==> src/design/bce_pkg.sv <==
`timescale 1ns / 1ps
// ----------------------------------------------------------------------------
// bce_pkg
// Shared constants, types and helpers for the Bernstein curve evaluator.
// ----------------------------------------------------------------------------
package bce_pkg;

    // Sizing of the evaluator.
    localparam int MAX_COEFFS     = 6;
    localparam int MIN_COEFFS     = 2;
    localparam int POSITION_WIDTH = 16;

    // Field widths fixed by the register map and the result format.
    localparam int NUM_COEF_REGS  = 6;
    localparam int COEF_W         = 16;
    localparam int SHAPE_W        = 16;
    localparam int NCOEF_W        = 3;
    localparam int RECIP_W        = 24;
    localparam int CFG_IDX_W      = 3;
    localparam int CFG_DATA_W     = 24;

    // Q0.16 fraction with room for the value 1.0.
    localparam int FRAC_W         = 16;
    localparam int Q_W            = FRAC_W + 1;

    localparam int IDX_W          = $clog2(MAX_COEFFS);
    localparam int COEF_IDX_W     = $clog2(NUM_COEF_REGS);
    localparam int BINOM_W        = MAX_COEFFS - 1;
    localparam int WGT_W          = COEF_W + BINOM_W + 1;
    localparam int ACC_W          = COEF_W + Q_W + MAX_COEFFS;
    localparam int SCALED_W       = POSITION_WIDTH + RECIP_W;

    localparam logic [Q_W-1:0] ONE_Q16  = {1'b1, {FRAC_W{1'b0}}};
    localparam logic [Q_W-1:0] HALF_Q16 = {2'b01, {(FRAC_W - 1){1'b0}}};

    // Register indexes of the configuration port.
    localparam logic [CFG_IDX_W-1:0] CFG_NUM_COEFFS = CFG_IDX_W'(0);
    localparam logic [CFG_IDX_W-1:0] CFG_SPAN_RECIP = CFG_IDX_W'(1);
    localparam logic [CFG_IDX_W-1:0] CFG_COEF_ZERO  = CFG_IDX_W'(2);
    localparam logic [CFG_IDX_W-1:0] CFG_COEF_ONE   = CFG_IDX_W'(3);
    localparam logic [CFG_IDX_W-1:0] CFG_COEF_TWO   = CFG_IDX_W'(4);
    localparam logic [CFG_IDX_W-1:0] CFG_COEF_THREE = CFG_IDX_W'(5);
    localparam logic [CFG_IDX_W-1:0] CFG_COEF_FOUR  = CFG_IDX_W'(6);
    localparam logic [CFG_IDX_W-1:0] CFG_COEF_FIVE  = CFG_IDX_W'(7);

    localparam logic [NCOEF_W-1:0] NUM_COEFFS_RST = NCOEF_W'(6);
    localparam logic [RECIP_W-1:0] SPAN_RECIP_RST = RECIP_W'(65536);

    typedef logic [Q_W-1:0] t_q16;

    // Data handed along the chain of power cells.
    typedef struct packed {
        t_q16                  t;
        t_q16                  u;
        t_q16 [MAX_COEFFS-1:0] tp;
        t_q16 [MAX_COEFFS-1:0] up;
    } t_pow_data;

    // Data handed along the chain of multiply-accumulate cells.
    typedef struct packed {
        logic [ACC_W-1:0]                  acc;
        logic [MAX_COEFFS-1:0][WGT_W-1:0]  wgt;
        t_q16 [MAX_COEFFS-1:0]             prod;
    } t_term_data;

    // Product of two Q0.16 values, rounded half up.
    function automatic t_q16 mul_q16(input t_q16 a, input t_q16 b);
        logic [2*Q_W-1:0] prod;
        prod = a * b;
        prod = prod + (2*Q_W)'(HALF_Q16);
        return prod[FRAC_W +: Q_W];
    endfunction

    // Binomial coefficient through Pascal's triangle; used for constants only.
    function automatic int binom(input int d, input int k);
        int row [MAX_COEFFS];
        int r;
        int j;
        for (j = 0; j < MAX_COEFFS; j++) begin
            row[j] = 0;
        end
        row[0] = 1;
        for (r = 1; r <= d; r++) begin
            for (j = r; j >= 1; j--) begin
                row[j] = row[j] + row[j-1];
            end
        end
        return row[k];
    endfunction

endpackage

==> src/design/bce_power_cell.sv <==
`timescale 1ns / 1ps
// ----------------------------------------------------------------------------
// bce_power_cell
// One link of the power chain: forms t^k and (1-t)^k from the previous powers.
// ----------------------------------------------------------------------------
module bce_power_cell (
    input  logic                        i_clk,
    input  logic                        i_rst_n,
    input  logic [bce_pkg::IDX_W-1:0]   i_idx,
    input  logic                        i_valid,
    output logic                        o_ready,
    input  bce_pkg::t_pow_data          i_data,
    output logic                        o_valid,
    input  logic                        i_ready,
    output bce_pkg::t_pow_data          o_data
);

    logic                        r_valid;
    bce_pkg::t_pow_data          r_data;
    bce_pkg::t_pow_data          n_data;
    logic [bce_pkg::IDX_W-1:0]   w_prev;

    assign o_ready = !r_valid || i_ready;
    assign w_prev  = bce_pkg::IDX_W'(i_idx - 1'b1);

    always_comb begin
        n_data            = i_data;
        n_data.tp[i_idx]  = bce_pkg::mul_q16(i_data.tp[w_prev], i_data.t);
        n_data.up[i_idx]  = bce_pkg::mul_q16(i_data.up[w_prev], i_data.u);
    end

    always_ff @(posedge i_clk) begin
        if (!i_rst_n) begin
            r_valid <= 1'b0;
        end else if (o_ready) begin
            r_valid <= i_valid;
        end
    end

    always_ff @(posedge i_clk) begin
        if (o_ready && i_valid) begin
            r_data <= n_data;
        end
    end

    assign o_valid = r_valid;
    assign o_data  = r_data;

endmodule

==> config.mk <==
export PLATFORM = sky130hd
export DESIGN_NAME = bce_power_cell
export DESIGN_NICKNAME = d
export VERILOG_FILES = /design/src/design/bce_pkg.sv /design/src/design/bce_power_cell.sv
export SDC_FILE = /design/constraint.sdc
export NUM_CORES = 2
export LEC_CHECK = 0
export ABC_AREA = 1
export ABC_CLOCK_PERIOD_IN_PS = 15900
export BUFFER_PORTS_ARGS = -buffer_cell sky130_fd_sc_hd__buf_2
export CAP_MARGIN = 15
export CORE_MARGIN = 1.5
export CORE_UTILIZATION = 47
export CTS_CLUSTER_SIZE = 8
export DETAILED_ROUTE_END_ITERATION = 10
export GPL_ROUTABILITY_DRIVEN = 0
export PLACE_DENSITY = 0.76
export SETUP_SLACK_MARGIN = 0.5
export SYNTH_ARGS = -nofsm -noshare
export SYNTH_HDL_FRONTEND = slang
export SYNTH_SLANG_ARGS = --single-unit
==> constraint.sdc <==
create_clock -name i_clk -period 15.9 [get_ports i_clk]
set_clock_uncertainty 0.05 [all_clocks]
set_input_delay 3.18 -clock i_clk [delete_from_list [all_inputs] [get_ports i_clk]]
set_output_delay 3.18 -clock i_clk [all_outputs]
set_load 0.1 [all_outputs]
==> run summary <==
status: finished, final reports clean
area of the mapped netlist: 0.0307 mm^2
Worst EP required: 16.13 ns
Post-DP Area: 0.0338 mm^2
r2r setup slk: 13.26 ns
initial antenna violation count: 11
final hold violations: 0
Max Cap Viol: 0
DR vias/cell: 5.77
initial core utilization: 47.6%
Cells after Synth: 3728
Slowest cell on crit path: fa_1
hold path depth: 2
syn nets: 4644
# IOs: 485
CTS tree: done
Rows: 93
most frequent cells after synthesis: nand2_1, inv_1, fa_1, nor2_1, edfxtp_1
post-CTS sizing: 0
largest area contributor in the netlist: fa_1
Final HPWL DP: 90.8 mm
Core ar.: 0.0645 mm^2
vias in the first global route: 28900
Worst Path Max Fanout: 43
layout cells sized above 1: 14.2%
Synth area leaders: fa_1, edfxtp_1, nand2_1
Worst path most repeated cell: fa_1
Clk Latency, worst-skew pair: 0.59 ns
Post CTS Setup Buffer Count: 0
PortBufs: 484
die height: 259 um
final net count: 5043
Max-Slew Margin vs Limit: 17.7%
Critical Path Source Type: input pin
clock slew at reported path FFs: 0.06 ns
minimum clock period: 11.56 ns
maximum number of pins on one net before global-route repair: 167
CP endpoint kind: flip-flop
Max Slew Vio Count: 0
Antenna Nets Post-Route: 0
hold buffers post-CTS: 0
post-synthesis async set-or-reset flop share: 0%
register area share after synthesis: 23.4%
Critical R2R Capture: o_data[205]$_DFFE_PP_
Setup TNS Final: 0 ns
#FFs+latches synth: 239
drc violations: 0
DR iter-0 viols: 3720
GR Util All Layers: 34.7%
die span in x: 259 um
Crit. Startpoint: i_idx[0]
WP data arrival: 11.79 ns
Critical Path Max Stage Delay: 0.56 ns
critical path type: in -> reg
remaining global-route overflow: 0
Max Clk Rate: 86.5 MHz
most common cell in the netlist: nand2_1
Wirelength per Cell: 23.3 um
number of synthesized flops with an enable pin: 238
CTS Sinks: 239
DR pass1 iterations: 9
Netlist cell types: 45
Post-Route WL: 117 mm
Worst R2R Path Depth: 3
Critical Path Sink: o_data[100]$_DFFE_PP_
synth warn: 0
mean post-synth cell area: 8.23 um^2
Die ar.: 0.0668 mm^2
Final period util: 72.7%
H-Tree Depth: 2
first-pass GRT wire length: 172 mm
Area Growth Syn to Fin: 13.9%
vias: 28900
Worst Tran Pin Value: 1.23 ns
worst min path class: reg -> reg
cell area after layout: 0.0350 mm^2
clock tree buffer depth: 3
RSZ-0062 raised after global routing: no
r2r startpoint: o_valid$_SDFFE_PN0N_
CTS buffer count: 38
endpoints failing setup: 0
commonest register cell after synthesis: edfxtp_1
top-area cell type share of the netlist area: 29.1%
Root Driver: clkbuf_16
## worst min path at each step
stage	startpoint	endpoint	slack [ns]
global route	o_valid$_SDFFE_PN0N_	o_valid$_SDFFE_PN0N_	0.56
detailed placement	o_valid$_SDFFE_PN0N_	o_valid$_SDFFE_PN0N_	0.50
floorplan	o_valid$_SDFFE_PN0N_	o_valid$_SDFFE_PN0N_	1.67
CTS	o_valid$_SDFFE_PN0N_	o_valid$_SDFFE_PN0N_	0.51
global placement	o_valid$_SDFFE_PN0N_	o_valid$_SDFFE_PN0N_	0.48
finish	o_valid$_SDFFE_PN0N_	o_valid$_SDFFE_PN0N_	0.51
## through the flow
stage | worst slack [ns] | cells | util [%] | hold WS [ns]
after CTS | 4.43 | 5002 | 54.2 | 0.513
after floorplan | 5.22 | 3728 | - | 1.67
after global routing | 3.95 | 5009 | 54.2 | 0.558
after detailed placement | 3.86 | 4941 | 52.4 | 0.503
after global placement | 3.96 | 4941 | 52.4 | 0.484
final | 4.34 | 5012 | 54.2 | 0.513
## placed cells by master (no fill, tap or decap), types with 12 or more instances in the layout
cell type / count
a21oi_1: 86
buf_2: 483
buf_4: 13
clkbuf_1: 12
clkbuf_16: 38
clkinv_1: 13
edfxtp_1: 238
fa_1: 446
ha_1: 224
inv_1: 678
inv_2: 13
nand2_1: 952
nand3_1: 210
nor2_1: 392
nor3_1: 14
o21ai_0: 169
o21ai_1: 17
o22ai_1: 21
## kinds of logic after synthesis
| kind of cell | share of synthesized area (%) |
|---|---|
| compound gates | 5.81 |
| xor+xnor | 0.518 |
| fa+ha+maj | 38.3 |
| buf+inv | 10.4 |
| flops | 23.4 |
| simple gates | 21.6 |
## worst max-delay path, delay by kind of cell
kind | cells | cell delay, ns
AO/OA/AOI/OAI | 5 | 0.99
XOR/XNOR | 1 | 0.40
adder cells (fa/ha/maj) | 8 | 3.58
buffers and inverters | 9 | 2.01
AND/OR/NAND/NOR | 8 | 1.59
## registers in the layout, indices dropped and copies added (netlist names)
signal / count
o_valid: 1
o_data: 238
## metal layers
layer	up-vias	share of wire (%)	GRT usage, %	routed length, um
met3	537	14	11.0	16500
met5	-	0.028	0	33
met1	13600	35	42.0	40400
li1	12400	-	-	-
met4	6	7.4	21.4	8660
met2	2406	44	54.0	51200
## area by class of cell
type	instances	area, um^2
Antenna cell	9	22.5
Clock buffer	50	996
Clock inverter	11	149
Fill cell	5894	29500
Inverter	701	2630
Multi-Input combinational cell	2649	20400
Sequential cell	239	7170
Tap cell	855	1070
Timing Repair Buffer	498	2560
Power is not shown: default switching activity piles up to over one toggle a cycle in this logic, so the estimate is an artifact.
