[src/design/bce_pkg.sv]
`timescale 1ns / 1ps
// ----------------------------------------------------------------------------
// bce_pkg
// Shared constants, types and helpers for the Bernstein curve evaluator.
// ----------------------------------------------------------------------------
package bce_pkg;

    // Sizing of the evaluator.
    localparam int MAX_COEFFS     = 6;
    localparam int MIN_COEFFS     = 2;
    localparam int POSITION_WIDTH = 16;

    // Field widths fixed by the register map and the result format.
    localparam int NUM_COEF_REGS  = 6;
    localparam int COEF_W         = 16;
    localparam int SHAPE_W        = 16;
    localparam int NCOEF_W        = 3;
    localparam int RECIP_W        = 24;
    localparam int CFG_IDX_W      = 3;
    localparam int CFG_DATA_W     = 24;

    // Q0.16 fraction with room for the value 1.0.
    localparam int FRAC_W         = 16;
    localparam int Q_W            = FRAC_W + 1;

    localparam int IDX_W          = $clog2(MAX_COEFFS);
    localparam int COEF_IDX_W     = $clog2(NUM_COEF_REGS);
    localparam int BINOM_W        = MAX_COEFFS - 1;
    localparam int WGT_W          = COEF_W + BINOM_W + 1;
    localparam int ACC_W          = COEF_W + Q_W + MAX_COEFFS;
    localparam int SCALED_W       = POSITION_WIDTH + RECIP_W;

    localparam logic [Q_W-1:0] ONE_Q16  = {1'b1, {FRAC_W{1'b0}}};
    localparam logic [Q_W-1:0] HALF_Q16 = {2'b01, {(FRAC_W - 1){1'b0}}};

    // Register indexes of the configuration port.
    localparam logic [CFG_IDX_W-1:0] CFG_NUM_COEFFS = CFG_IDX_W'(0);
    localparam logic [CFG_IDX_W-1:0] CFG_SPAN_RECIP = CFG_IDX_W'(1);
    localparam logic [CFG_IDX_W-1:0] CFG_COEF_ZERO  = CFG_IDX_W'(2);
    localparam logic [CFG_IDX_W-1:0] CFG_COEF_ONE   = CFG_IDX_W'(3);
    localparam logic [CFG_IDX_W-1:0] CFG_COEF_TWO   = CFG_IDX_W'(4);
    localparam logic [CFG_IDX_W-1:0] CFG_COEF_THREE = CFG_IDX_W'(5);
    localparam logic [CFG_IDX_W-1:0] CFG_COEF_FOUR  = CFG_IDX_W'(6);
    localparam logic [CFG_IDX_W-1:0] CFG_COEF_FIVE  = CFG_IDX_W'(7);

    localparam logic [NCOEF_W-1:0] NUM_COEFFS_RST = NCOEF_W'(6);
    localparam logic [RECIP_W-1:0] SPAN_RECIP_RST = RECIP_W'(65536);

    typedef logic [Q_W-1:0] t_q16;

    // Data handed along the chain of power cells.
    typedef struct packed {
        t_q16                  t;
        t_q16                  u;
        t_q16 [MAX_COEFFS-1:0] tp;
        t_q16 [MAX_COEFFS-1:0] up;
    } t_pow_data;

    // Data handed along the chain of multiply-accumulate cells.
    typedef struct packed {
        logic [ACC_W-1:0]                  acc;
        logic [MAX_COEFFS-1:0][WGT_W-1:0]  wgt;
        t_q16 [MAX_COEFFS-1:0]             prod;
    } t_term_data;

    // Product of two Q0.16 values, rounded half up.
    function automatic t_q16 mul_q16(input t_q16 a, input t_q16 b);
        logic [2*Q_W-1:0] prod;
        prod = a * b;
        prod = prod + (2*Q_W)'(HALF_Q16);
        return prod[FRAC_W +: Q_W];
    endfunction

    // Binomial coefficient through Pascal's triangle; used for constants only.
    function automatic int binom(input int d, input int k);
        int row [MAX_COEFFS];
        int r;
        int j;
        for (j = 0; j < MAX_COEFFS; j++) begin
            row[j] = 0;
        end
        row[0] = 1;
        for (r = 1; r <= d; r++) begin
            for (j = r; j >= 1; j--) begin
                row[j] = row[j] + row[j-1];
            end
        end
        return row[k];
    endfunction

endpackage

[src/design/bce_basis.sv]
`timescale 1ns / 1ps
// ----------------------------------------------------------------------------
// bce_basis
// Forms the power products of every basis term and the binomial-scaled weights.
// ----------------------------------------------------------------------------
module bce_basis (
    input  logic                                                  i_clk,
    input  logic                                                  i_rst_n,
    input  logic [bce_pkg::IDX_W-1:0]                             i_deg,
    input  logic [bce_pkg::NUM_COEF_REGS-1:0][bce_pkg::COEF_W-1:0] i_coef,
    input  logic                                                  i_valid,
    output logic                                                  o_ready,
    input  bce_pkg::t_pow_data                                    i_data,
    output logic                                                  o_valid,
    input  logic                                                  i_ready,
    output bce_pkg::t_term_data                                   o_data
);

    logic [bce_pkg::BINOM_W-1:0]     w_binom [bce_pkg::MAX_COEFFS][bce_pkg::MAX_COEFFS];
    bce_pkg::t_q16                   w_prod  [bce_pkg::MAX_COEFFS];
    logic signed [bce_pkg::WGT_W-1:0] w_wgt  [bce_pkg::MAX_COEFFS];
    logic                            r_valid;
    bce_pkg::t_term_data             r_data;
    bce_pkg::t_term_data             n_data;

    assign o_ready = !r_valid || i_ready;

    // Binomial coefficients, one constant per degree and term.
    for (genvar gd = 0; gd < bce_pkg::MAX_COEFFS; gd++) begin : g_deg
        for (genvar gk = 0; gk < bce_pkg::MAX_COEFFS; gk++) begin : g_term
            assign w_binom[gd][gk] = bce_pkg::BINOM_W'(bce_pkg::binom(gd, gk));
        end
    end

    // Terms above the degree get a zero weight and drop out of the sum.
    // The signed product is sized on its own so that the zero arm of the
    // select cannot turn it unsigned.
    for (genvar gi = 0; gi < bce_pkg::MAX_COEFFS; gi++) begin : g_lane
        logic                        w_use;
        logic [bce_pkg::IDX_W-1:0]   w_uidx;

        assign w_use  = (bce_pkg::IDX_W'(gi) <= i_deg);
        assign w_uidx = w_use ? bce_pkg::IDX_W'(i_deg - bce_pkg::IDX_W'(gi)) : '0;
        assign w_prod[gi] = bce_pkg::mul_q16(i_data.tp[gi], i_data.up[w_uidx]);
        assign w_wgt[gi]  = w_use ? bce_pkg::WGT_W'($signed(i_coef[gi])
                                        * $signed({1'b0, w_binom[i_deg][gi]}))
                                  : '0;
    end

    always_comb begin
        n_data     = '0;
        for (int i = 0; i < bce_pkg::MAX_COEFFS; i++) begin
            n_data.prod[i] = w_prod[i];
            n_data.wgt[i]  = w_wgt[i];
        end
    end

    always_ff @(posedge i_clk) begin
        if (!i_rst_n) begin
            r_valid <= 1'b0;
        end else if (o_ready) begin
            r_valid <= i_valid;
        end
    end

    always_ff @(posedge i_clk) begin
        if (o_ready && i_valid) begin
            r_data <= n_data;
        end
    end

    assign o_valid = r_valid;
    assign o_data  = r_data;

endmodule

[config.mk]
export PLATFORM = sky130hd
export DESIGN_NAME = bce_basis
export DESIGN_NICKNAME = d
export VERILOG_FILES = /design/src/design/bce_pkg.sv /design/src/design/bce_basis.sv
export SDC_FILE = /design/constraint.sdc
export NUM_CORES = 2
export LEC_CHECK = 0
export BUFFER_PORTS_ARGS = -buffer_cell sky130_fd_sc_hd__buf_4
export CORE_ASPECT_RATIO = 0.5
export CORE_MARGIN = 2
export CORE_UTILIZATION = 50
export CTS_CLUSTER_DIAMETER = 100
export DETAILED_ROUTE_END_ITERATION = 7
export PLACE_DENSITY = 0.72
export SETUP_SLACK_MARGIN = 0.05
export SLEW_MARGIN = 20
export SYNTH_ARGS = -nofsm -noshare
export SYNTH_HDL_FRONTEND = slang
export SYNTH_SLANG_ARGS = --single-unit
[constraint.sdc]
create_clock -name i_clk -period 10.33 [get_ports i_clk]
set_input_delay 0.5165 -clock i_clk [delete_from_list [all_inputs] [get_ports i_clk]]
set_output_delay 0.5165 -clock i_clk [all_outputs]
set_load 0.005 [all_outputs]
==> key figures <==
Finish
  – Final instance area: ~0.081 mm2
  – Fillers: between 10,000 and 15,000
  – Share of post-route cells with drive strength above 1: 0.0973
  – Commonest non-fill, non-tap cell in the layout: inv_1
  – Final non-filler cell total: between 10,000 and 15,000
  – Layout area overhead: 9.89%
  – Final nets: 11,100
  – Most frequent cells in the layout: 1,797 x inv_1, 1,421 x fa_1, 1,193 x nand2_1, 844 x ha_1, 713 x and2_1

Synthesis
  – Post-synth EDFFs: ~220
  – Post-synthesis async set-or-reset flop share: 0
  – Yosys warnings: 0
  – Synth Instances: 8,131
  – Area contributors post-synth: fa_1 38%, ha_1 14%, inv_1 9.1%, edfxtp_1 9.0%, nand2_1 6.1%
  – Syn_area_per_cell: slightly above 9 um2
  – FF+latch count, synth: about 220
  – Sequential share of the synthesized area: 0.0903
  – Post-synthesis instance area: between 0.07 and 0.08 mm2
  – Primary FF master, synth: edfxtp_1
  – Unique masters post-synth: 82
  – Area leader, netlist: fa_1
  – Top cell type's share of synthesized area: 0.384

Placed design
  – Hpwl dp: ~160 mm
  – Buffers on Ports: roughly 540
  – Gpl congestion: ~1
  – Placed Area: ~0.080 mm2
  – Placed cells: 10,400

Setup path
  – CP endpoint kind: register
  – Reg2reg start: o_valid
  – Worst Path Max Fanout: 13
  – Critical Path Start Type: primary input
  – Worst-case reg-to-reg path depth: 3
  – Critical Path RT: around 11 ns
  – Critical-path top delay cell: a21oi_1
  – FF-to-FF End: o_data[27]
  – Crit-path most repeated cell: fa_1
  – FF-to-FF setup slack: roughly 8.2 ns
  – Kind of critical path: in -> reg
  – CP max stage delay: between 0.7 and 0.8 ns
  – Critical path arrival: about 9.4 ns

Timing
  – Final min period: roughly 9 ns
  – Final Cycle Share: 0.872
  – Final setup fails: 0
  – Unrepaired setup endpoints after global routing: false
  – Pin slew with the least headroom to its limit: around 1.2 ns
  – Skew final: 0.0329 ns
  – Fmax: between 0.1 and 0.15 GHz
  – Hold Violations, Final: 0
  – Worst slew margin: 0.213
  – Setup TNS: 0 ns
  – Pins Over Slew Limit: 0

Routing
  – DRT Pass-1 Iters: 8
  – # DRC: 11
  – WL/cell: ~19 um
  – Total Wirelength: 199 mm
  – Final ANT Viol Nets: 0
  – Drt initial violations: around 3,700
  – Number of vias per cell: between 5 and 6
  – Vias: between 50,000 and 60,000

Hold path
  – Worst Hold Class: in -> reg
  – Hold endpoint: o_valid
  – Hold Crit Start: i_valid
  – Hold Path Stages: 3

Global route
  – Initial antenna violation count: around 60
  – Overall routing resource usage: 0.268
  – Largest net degree at the start of global routing: between 100 and 150
  – Aggregate global routing overflow: 0
  – First-pass GRT wire length: 321 mm
  – Vias in the first global route: 59,500

Job
  – Max-cap violations: 0

Die
  – Top-level I/O count: 616
  – Core region area: 0.146 mm2
  – Die area: 0.151 mm2
  – Row cnt: a little under 100
  – DIE WIDTH: 548 um
  – Initial Util: 0.505
  – Die H: between 200 and 300 um

CTS
  – Clock slew at reported path FFs: around 0.07 ns
  – CTS resizes: 0
  – Clock root cell: clkbuf_16
  – H-tree lvl count: 1
  – Postcts setup bufs: 0
  – CTS Buffer Depth: 3
  – CTS Buf Count: 27
  – Hold-fix buffers at CTS: 0
  – CTS tree: built
  – CTS Sinks: approximately 220
  – Worst-skew pair later-pin latency: a little under 0.7 ns

Run status
  – Outcome: finished, violations left
  – Failing checks: DRC
-- metrics by stage --
step / util / hold WS [ns] / setup WS, ns
3_3_place_gp: 0.548 / 0.530 / 0.807
2_1_floorplan: - / 0.537 / 1.10
6_report: 0.555 / 0.0874 / 1.32
4_1_cts: 0.554 / 0.0567 / 1.40
5_1_grt: 0.555 / 0.0715 / 0.853
3_5_place_dp: 0.548 / 0.540 / 0.686
-- cell usage after synthesis, types with 45 or more instances --
cell / count
inv_1: 1797
fa_1: 1421
nand2_1: 1193
ha_1: 844
and2_1: 714
clkbuf_1: 269
nor2b_1: 245
edfxtp_1: 222
a21oi_1: 174
nor2_1: 151
xnor2_1: 129
nand3_1: 92
mux2i_1: 87
nand2b_1: 76
o21ai_0: 68
and3_1: 67
a21o_1: 62
buf_4: 52
xor2_1: 50
mux4_2: 45
-- state kept, by name, summed over array words and instances, names as in the netlist --
signal,flops
o_data,222
o_valid,1
-- kinds of logic (layout without fill, tap and decap cells) --
| family | Yosys count | count (layout) | share of synthesized area |
|---|---|---|---|
| and+or+nand+nor | 2618 | 2618 | 0.174 |
| AOI/OAI and AO/OA | 547 | 547 | 0.0478 |
| DFF | 223 | 223 | 0.0903 |
| other | 1 | 102 | 0.0000507 |
| adders and majority gates | 2265 | 2265 | 0.527 |
| muxes | 139 | 139 | 0.0265 |
| buffers and inverters | 2159 | 2514 | 0.113 |
| xor gates and xnor gates | 179 | 179 | 0.0212 |
-- how the worst max path moves through the flow --
stage | cells past startpoint | end | from
3_3_place_gp | 32 | o_data[33] | i_deg[1]
3_5_place_dp | 32 | o_data[33] | i_deg[1]
6_report | 32 | o_data[33] | i_deg[1]
2_1_floorplan | 37 | o_data[96] | i_deg[0]
5_1_grt | 32 | o_data[33] | i_deg[1]
4_1_cts | 32 | o_data[33] | i_deg[1]
-- final cells by class --
type                       count  area [um2]  share of cell area
antenna                       63         158             0.00194
clock buffer                  28         679             0.00835
clock inverter                21         244             0.00300
inverter                    1797        6750              0.0829
multi-input combinational   5787       59300               0.729
sequential                   223        6690              0.0822
tap                         1969        2460              0.0303
timing repair buffer         668        5030              0.0618
-- critical path: cells and delay by family --
| family | cells | cell delay (ns) |
|---|---|---|
| AO/OA/AOI/OAI | 12 | 3.28 |
| XOR/XNOR | 1 | 0.14 |
| adder cells (fa/ha/maj) | 8 | 3.64 |
| buffers and inverters | 7 | 0.80 |
| AND/OR/NAND/NOR | 4 | 1.05 |
-- per-layer routing --
metal,track usage,part of all wire,up-vias
li1,-,-,25400
met1,0.334,0.39,28500
met2,0.460,0.50,1977
met3,0.0426,0.068,510
met4,0.119,0.045,0
met5,0,0,-
Power is not shown: default switching activity piles up to over one toggle a cycle in this logic, so the estimate is an artifact.
