## src/design/bce_pkg.sv

```systemverilog
`timescale 1ns / 1ps
// ----------------------------------------------------------------------------
// bce_pkg
// Shared constants, types and helpers for the Bernstein curve evaluator.
// ----------------------------------------------------------------------------
package bce_pkg;

    // Sizing of the evaluator.
    localparam int MAX_COEFFS     = 6;
    localparam int MIN_COEFFS     = 2;
    localparam int POSITION_WIDTH = 16;

    // Field widths fixed by the register map and the result format.
    localparam int NUM_COEF_REGS  = 6;
    localparam int COEF_W         = 16;
    localparam int SHAPE_W        = 16;
    localparam int NCOEF_W        = 3;
    localparam int RECIP_W        = 24;
    localparam int CFG_IDX_W      = 3;
    localparam int CFG_DATA_W     = 24;

    // Q0.16 fraction with room for the value 1.0.
    localparam int FRAC_W         = 16;
    localparam int Q_W            = FRAC_W + 1;

    localparam int IDX_W          = $clog2(MAX_COEFFS);
    localparam int COEF_IDX_W     = $clog2(NUM_COEF_REGS);
    localparam int BINOM_W        = MAX_COEFFS - 1;
    localparam int WGT_W          = COEF_W + BINOM_W + 1;
    localparam int ACC_W          = COEF_W + Q_W + MAX_COEFFS;
    localparam int SCALED_W       = POSITION_WIDTH + RECIP_W;

    localparam logic [Q_W-1:0] ONE_Q16  = {1'b1, {FRAC_W{1'b0}}};
    localparam logic [Q_W-1:0] HALF_Q16 = {2'b01, {(FRAC_W - 1){1'b0}}};

    // Register indexes of the configuration port.
    localparam logic [CFG_IDX_W-1:0] CFG_NUM_COEFFS = CFG_IDX_W'(0);
    localparam logic [CFG_IDX_W-1:0] CFG_SPAN_RECIP = CFG_IDX_W'(1);
    localparam logic [CFG_IDX_W-1:0] CFG_COEF_ZERO  = CFG_IDX_W'(2);
    localparam logic [CFG_IDX_W-1:0] CFG_COEF_ONE   = CFG_IDX_W'(3);
    localparam logic [CFG_IDX_W-1:0] CFG_COEF_TWO   = CFG_IDX_W'(4);
    localparam logic [CFG_IDX_W-1:0] CFG_COEF_THREE = CFG_IDX_W'(5);
    localparam logic [CFG_IDX_W-1:0] CFG_COEF_FOUR  = CFG_IDX_W'(6);
    localparam logic [CFG_IDX_W-1:0] CFG_COEF_FIVE  = CFG_IDX_W'(7);

    localparam logic [NCOEF_W-1:0] NUM_COEFFS_RST = NCOEF_W'(6);
    localparam logic [RECIP_W-1:0] SPAN_RECIP_RST = RECIP_W'(65536);

    typedef logic [Q_W-1:0] t_q16;

    // Data handed along the chain of power cells.
    typedef struct packed {
        t_q16                  t;
        t_q16                  u;
        t_q16 [MAX_COEFFS-1:0] tp;
        t_q16 [MAX_COEFFS-1:0] up;
    } t_pow_data;

    // Data handed along the chain of multiply-accumulate cells.
    typedef struct packed {
        logic [ACC_W-1:0]                  acc;
        logic [MAX_COEFFS-1:0][WGT_W-1:0]  wgt;
        t_q16 [MAX_COEFFS-1:0]             prod;
    } t_term_data;

    // Product of two Q0.16 values, rounded half up.
    function automatic t_q16 mul_q16(input t_q16 a, input t_q16 b);
        logic [2*Q_W-1:0] prod;
        prod = a * b;
        prod = prod + (2*Q_W)'(HALF_Q16);
        return prod[FRAC_W +: Q_W];
    endfunction

    // Binomial coefficient through Pascal's triangle; used for constants only.
    function automatic int binom(input int d, input int k);
        int row [MAX_COEFFS];
        int r;
        int j;
        for (j = 0; j < MAX_COEFFS; j++) begin
            row[j] = 0;
        end
        row[0] = 1;
        for (r = 1; r <= d; r++) begin
            for (j = r; j >= 1; j--) begin
                row[j] = row[j] + row[j-1];
            end
        end
        return row[k];
    endfunction

endpackage

```

## src/design/bce_term_cell.sv

```systemverilog
`timescale 1ns / 1ps
// ----------------------------------------------------------------------------
// bce_term_cell
// One link of the accumulation chain: adds weight times product of its term.
// ----------------------------------------------------------------------------
module bce_term_cell (
    input  logic                        i_clk,
    input  logic                        i_rst_n,
    input  logic [bce_pkg::IDX_W-1:0]   i_idx,
    input  logic                        i_valid,
    output logic                        o_ready,
    input  bce_pkg::t_term_data         i_data,
    output logic                        o_valid,
    input  logic                        i_ready,
    output bce_pkg::t_term_data         o_data
);

    logic                              r_valid;
    bce_pkg::t_term_data               r_data;
    bce_pkg::t_term_data               n_data;
    logic signed [bce_pkg::ACC_W-1:0]  w_term;

    assign o_ready = !r_valid || i_ready;

    // Signed weight times unsigned Q0.16 product, exact in Q4.28.
    assign w_term = $signed(i_data.wgt[i_idx]) * $signed({1'b0, i_data.prod[i_idx]});

    always_comb begin
        n_data     = i_data;
        n_data.acc = i_data.acc + w_term;
    end

    always_ff @(posedge i_clk) begin
        if (!i_rst_n) begin
            r_valid <= 1'b0;
        end else if (o_ready) begin
            r_valid <= i_valid;
        end
    end

    always_ff @(posedge i_clk) begin
        if (o_ready && i_valid) begin
            r_data <= n_data;
        end
    end

    assign o_valid = r_valid;
    assign o_data  = r_data;

endmodule

```

## config.mk

```make
export PLATFORM = sky130hd
export DESIGN_NAME = bce_term_cell
export DESIGN_NICKNAME = d
export VERILOG_FILES = /design/src/design/bce_pkg.sv /design/src/design/bce_term_cell.sv
export SDC_FILE = /design/constraint.sdc
export NUM_CORES = 1
export LEC_CHECK = 0
export BUFFER_PORTS_ARGS = -buffer_cell sky130_fd_sc_hd__buf_4
export CAP_MARGIN = 10
export CORE_ASPECT_RATIO = 1.5
export CORE_MARGIN = 8
export CORE_UTILIZATION = 42
export DETAILED_ROUTE_END_ITERATION = 8
export MAX_ROUTING_LAYER = met4
export SLEW_MARGIN = 25
export SYNTH_ARGS = -nofsm -noshare
export SYNTH_HDL_FRONTEND = slang
export SYNTH_SLANG_ARGS = --single-unit
```

## constraint.sdc

```tcl
create_clock -name i_clk -period 13.5 [get_ports i_clk]
set_input_delay 0.675 -clock i_clk [delete_from_list [all_inputs] [get_ports i_clk]]
set_output_delay 0.675 -clock i_clk [all_outputs]
set_load 0.02 [all_outputs]
```

==> impl_metrics.json, run 1 <==
{
  "synth_area_um2": 24700,
  "drive_gt1_share_pct": 26.4,
  "path_class": "in2reg",
  "end_kind": "flip-flop",
  "gp_congestion": 0.974,
  "worstMarginPinSlew_ps": 1030,
  "die_area_um2": 66900,
  "post-cts-setup-buffers": 0,
  "cts_hold_buf": 0,
  "synth_cell_types": 62,
  "fin_nets": 3484,
  "cap_violations": 0,
  "cts_tree": "yes",
  "async_flop_share_pct": 0,
  "synthToLayoutAreaGrowth_pct": 25.0,
  "grt_usage_pct": 31.4,
  "hold_violations": 0,
  "cts_buffer_depth": 3,
  "drt-total-wl_mm": 102,
  "dpl_cell_area_um2": 29800,
  "wl_per_cell_um": 29.0,
  "hpwl_mm": 84.5,
  "whs_ps": 227,
  "core.rowCount": 109,
  "pin_count": 555,
  "cts_sinks": 274,
  "cp-start-kind": "input port",
  "final_cell_mix": "589 x buf_4, 507 x inv_1, 401 x fa_1",
  "antenna_found_initial": 6,
  "layout_commonest_cell": "buf_4",
  "clock_skew_ps": 31.9,
  "grt_pass1_wl_mm": 145,
  "hp-class": "in2reg",
  "outcome": "completed",
  "grt_max_degree": 76,
  "yosysSeqAreaShare_pct": 33.3,
  "fin_area_um2": 30800,
  "relSlewSlack_pct": 31.6,
  "synth-edff-count": 273,
  "coreArea_um2": 58500,
  "finalSetupTns_ps": 0,
  "grt_pass1_vias": 20100,
  "max_freq_ghz": 0.111,
  "numCtsBuffers": 29,
  "min_period_over_period_pct": 66.7,
  "avgViaCountPerCell": 5.27,
  "post_cts_resized": 0,
  "yosys_warnings": 0,
  "netlist_instances": 2150,
  "clkLatencyLatePin_ps": 630,
  "worst-path-max-fanout": 37,
  "io_buffers": 554,
  "die_h_um": 313,
  "grt_overflow": 0,
  "start_util_pct": 42.1,
  "drt_iter0_drc": 1396,
  "fin_crit_ps": 9010,
  "arrival_ps": 9430,
  "slew_violations": 0,
  "clkTransAtPathRegs_ps": 70,
  "required_ps": 13930,
  "synth_ff_type": "edfxtp_1",
  "ys_seq_elements": 274,
  "ant_nets": 0,
  "root_buffer": "clkbuf_16",
  "final_cells": 3502,
  "die_width_um": 214,
  "drc": 0,
  "finalSetupViolCount": 0,
  "dr_total_vias": 18500,
  "synth_area_per_cell_um2": 11.5,
  "synth.net_count": 2936,
  "first_pass_iters": 8,
  "h-tree-depth": 1,
  "placed_cells": 3444,
  "rsz0062_at_grt": "false"
}
-- sequential cells by signal (all words and copies together), names as in the netlist --
signal   count
o_data     273
o_valid      1
-- worst max-delay path, stage by stage --
cell	delay, ps
buf_4	530
buf_4	420
mux4_2	620
a21oi_2	180
buf_4	360
nand2b_1	230
fa_1	530
fa_1	500
inv_1	480
fa_1	560
fa_1	500
fa_1	550
inv_1	50
fa_1	500
inv_1	50
ha_1	450
nand2_1	180
nor3_1	220
nand3_1	200
a211oi_1	630
o21ai_1	230
a31oi_1	370
nor4_1	90
a311oi_1	250
-- synthesized netlist by cell type (all sizes together), types with 7 or more instances --
cell    count  share of area (%)
a211oi      7               0.23
a21o       31               0.96
a21oi      64                1.3
and2       10               0.25
buf        25               0.59
clkbuf     48               0.79
edfxtp    273                 33
fa        401                 33
ha        105                5.3
inv       508                7.7
mux2i      39                1.6
mux4       39                3.6
nand2     155                2.4
nand2b     29               0.74
nand3      10               0.20
nor2      256                3.9
nor2b      13               0.33
nor3        8               0.16
o21ai      27               0.58
o21bai      7               0.21
or2         7               0.18
xnor2      34                1.2
xor2        8               0.28
-- cell families after synthesis --
group,after synthesis,synth area share [%]
AO/OA/AOI/OAI,168,4.57
XOR/XNOR,42,1.49
adder cells (fa/ha/maj),506,37.9
buffers and inverters,581,9.11
flip-flops,274,33.3
multiplexers,78,5.14
AND/OR/NAND/NOR,501,8.47
-- routing by layer --
metal,part of all wire (%),GRT usage (%)
met1,36,36.0
met2,51,53.8
met3,9.3,7.16
met4,3.8,10.3
met5,0,-
-- cell type report --
type,count,area [um2]
Clock buffer,31,733
Antenna cell,5,12.5
Clock inverter,22,273
Multi-Input combinational cell,1295,14300
Fill cell,5183,27700
Tap cell,777,972
Timing Repair Buffer,590,4430
Inverter,508,1910
Sequential cell,274,8220
-- worst paths after layout --
check                                 start     endpoint  slack, ps  depth (start not counted)
worst min-delay path            i_data[185]  o_data[185]        230                          1
worst min register to register      o_valid      o_valid        550                          2
worst max register to register      o_valid  o_data[105]       9450                          5
worst max-delay path               i_idx[0]  o_data[272]       4490                         24
-- through the flow --
stage	util, %	worst slack, ps
2_1_floorplan	-	5670
3_3_place_gp	50.9	3760
3_5_place_dp	50.9	3780
4_1_cts	52.6	4400
5_1_grt	52.7	4130
6_report	52.7	4490
Power of run 1 is left out: the tool's default activity adds up to more than one toggle a clock period on the data nets, which glitch-free logic cannot reach.
==> run 2: changes to the inputs <==
ABC_AREA = 1   (was unset)
clock period = 9.17 ns   (was 13.5 ns; I/O delays follow)
==> impl_metrics.json, run 2 <==
{
  "outcome": "completed",
  "netlist_instances": 2848,
  "pin_count": 555,
  "clock_skew_ps": 14.5,
  "arrival_ps": 7870,
  "relSlewSlack_pct": 31.7,
  "cts_sinks": 274,
  "path_common_cell": "fa_1",
  "fin_nets": 4168,
  "hp-class": "in2reg",
  "gp_congestion": 0.944,
  "post_cts_resized": 0,
  "netlist_top_cells_count": "801 x inv_1, 658 x nand2_1, 401 x fa_1",
  "cp-start-kind": "input port",
  "die_width_um": 221,
  "placed_cells": 4151,
  "drive_gt1_share_pct": 20.0,
  "synth_ff_type": "edfxtp_1",
  "synth_area_per_cell_um2": 9.26,
  "synth_top_area_cell": "edfxtp_1",
  "drt-total-wl_mm": 93.3,
  "hpwl_mm": 80.0,
  "grt_max_degree": 146,
  "finalSetupTns_ps": 0,
  "layout_commonest_cell": "inv_1",
  "wl_per_cell_um": 22.2,
  "cts_hold_buf": 0,
  "die_area_um2": 71300,
  "path_delay_family": "adder cells",
  "root_buffer": "clkbuf_16",
  "finalSetupViolCount": 0,
  "start_util_pct": 42.4,
  "cp.buffers_inverters": 7,
  "clkTransAtPathRegs_ps": 70,
  "setup_ws_ps": 1690,
  "ys_seq_elements": 274,
  "min_period_over_period_pct": 81.6,
  "slew_violations": 0,
  "place_ws_ps": 1040,
  "io_buffers": 554,
  "required_ps": 9560,
  "core.rowCount": 112,
  "final_cells": 4210,
  "drt_iter0_drc": 1668,
  "max_freq_ghz": 0.134,
  "post-cts-setup-buffers": 0,
  "path_class": "in2reg",
  "synth-edff-count": 273,
  "die_h_um": 323,
  "end_kind": "flip-flop",
  "synth.net_count": 3634,
  "dr_total_vias": 21000,
  "slowest_delay_ps": 590,
  "clkLatencyLatePin_ps": 590,
  "synthToLayoutAreaGrowth_pct": 22.0,
  "yosysSeqAreaShare_pct": 31.1,
  "rsz0062_at_grt": "false",
  "synth_area_um2": 26400,
  "grt_overflow": 0,
  "drc": 0,
  "numCtsBuffers": 27,
  "h-tree-depth": 1,
  "synth_cell_types": 30,
  "yosysTopAreaCellShare_pct": 31.1,
  "grt_pass1_wl_mm": 139,
  "cts_tree": "yes",
  "async_flop_share_pct": 0,
  "avgViaCountPerCell": 5.00,
  "grt_usage_pct": 26.7,
  "coreArea_um2": 62200,
  "ys_top_cells_by_area": "edfxtp_1 31%, fa_1 30%, inv_1 11%",
  "fin_crit_ps": 7480,
  "yosys_warnings": 0,
  "worstMarginPinSlew_ps": 1020,
  "cap_violations": 0,
  "synth.most_common_cell": "inv_1",
  "slowest_stage": "fa_1",
  "largest_register_ffs": 273,
  "ant_nets": 0,
  "grt_pass1_vias": 22400,
  "hold_violations": 0,
  "final_cell_mix": "800 x inv_1, 658 x nand2_1, 601 x buf_4",
  "worst-path-max-fanout": 61,
  "antenna_found_initial": 13,
  "cts_buffer_depth": 3,
  "first_pass_iters": 7
}
==> run 2: path summary, 6_finish.rpt <==
kind	start	to	slack, ps	cells past startpoint
max reg2reg	o_valid	o_data[245]	6620	3
min	i_data[193]	o_data[193]	50	1
max	i_idx[0]	o_data[258]	1690	25
min reg2reg	o_valid	o_valid	560	2
==> run 2: cells by family (layout without fill, tap and decap cells) <==
family / after synthesis / after routing / share of synthesized area, %
flops: 274 / 274 / 31.1
buf+inv: 900 / 1455 / 14.0
xor+xnor: 28 / 28 / 0.930
simple gates: 936 / 936 / 13.7
other cells: 0 / 9 / 0
fa+ha+maj: 506 / 506 / 35.4
compound gates: 204 / 204 / 4.85
==> run 2: layout make-up <==
| class | count | area, um2 |
|---|---|---|
| Antenna cell | 9 | 22.5 |
| Clock buffer | 28 | 679 |
| Clock inverter | 22 | 194 |
| Fill cell | 5758 | 30000 |
| Inverter | 802 | 3010 |
| Multi-Input combinational cell | 1674 | 14500 |
| Sequential cell | 274 | 8220 |
| Tap cell | 798 | 998 |
| Timing Repair Buffer | 603 | 4550 |
==> run 2: routing by layer <==
metal  vias up  share of wire [%]  GRT usage [%]
met5         -                  0              -
met4         0                4.9           11.7
met3       184                7.4           3.69
met2       928                 49           44.9
met1     10400                 38           31.9
li1       9501                  -              -
==> run 2: stage by stage <==
stage | area, um2 | util [%] | hold WS, ps
3_3_place_gp | 31300 | 50.3 | 545
3_5_place_dp | 31300 | 50.3 | 559
6_report | 32200 | 51.7 | 54.1
4_1_cts | 32200 | 51.7 | 22.7
2_1_floorplan | 26400 | - | 557
5_1_grt | 32200 | 51.7 | 36.8
Power of run 2 is left out for the same reason.
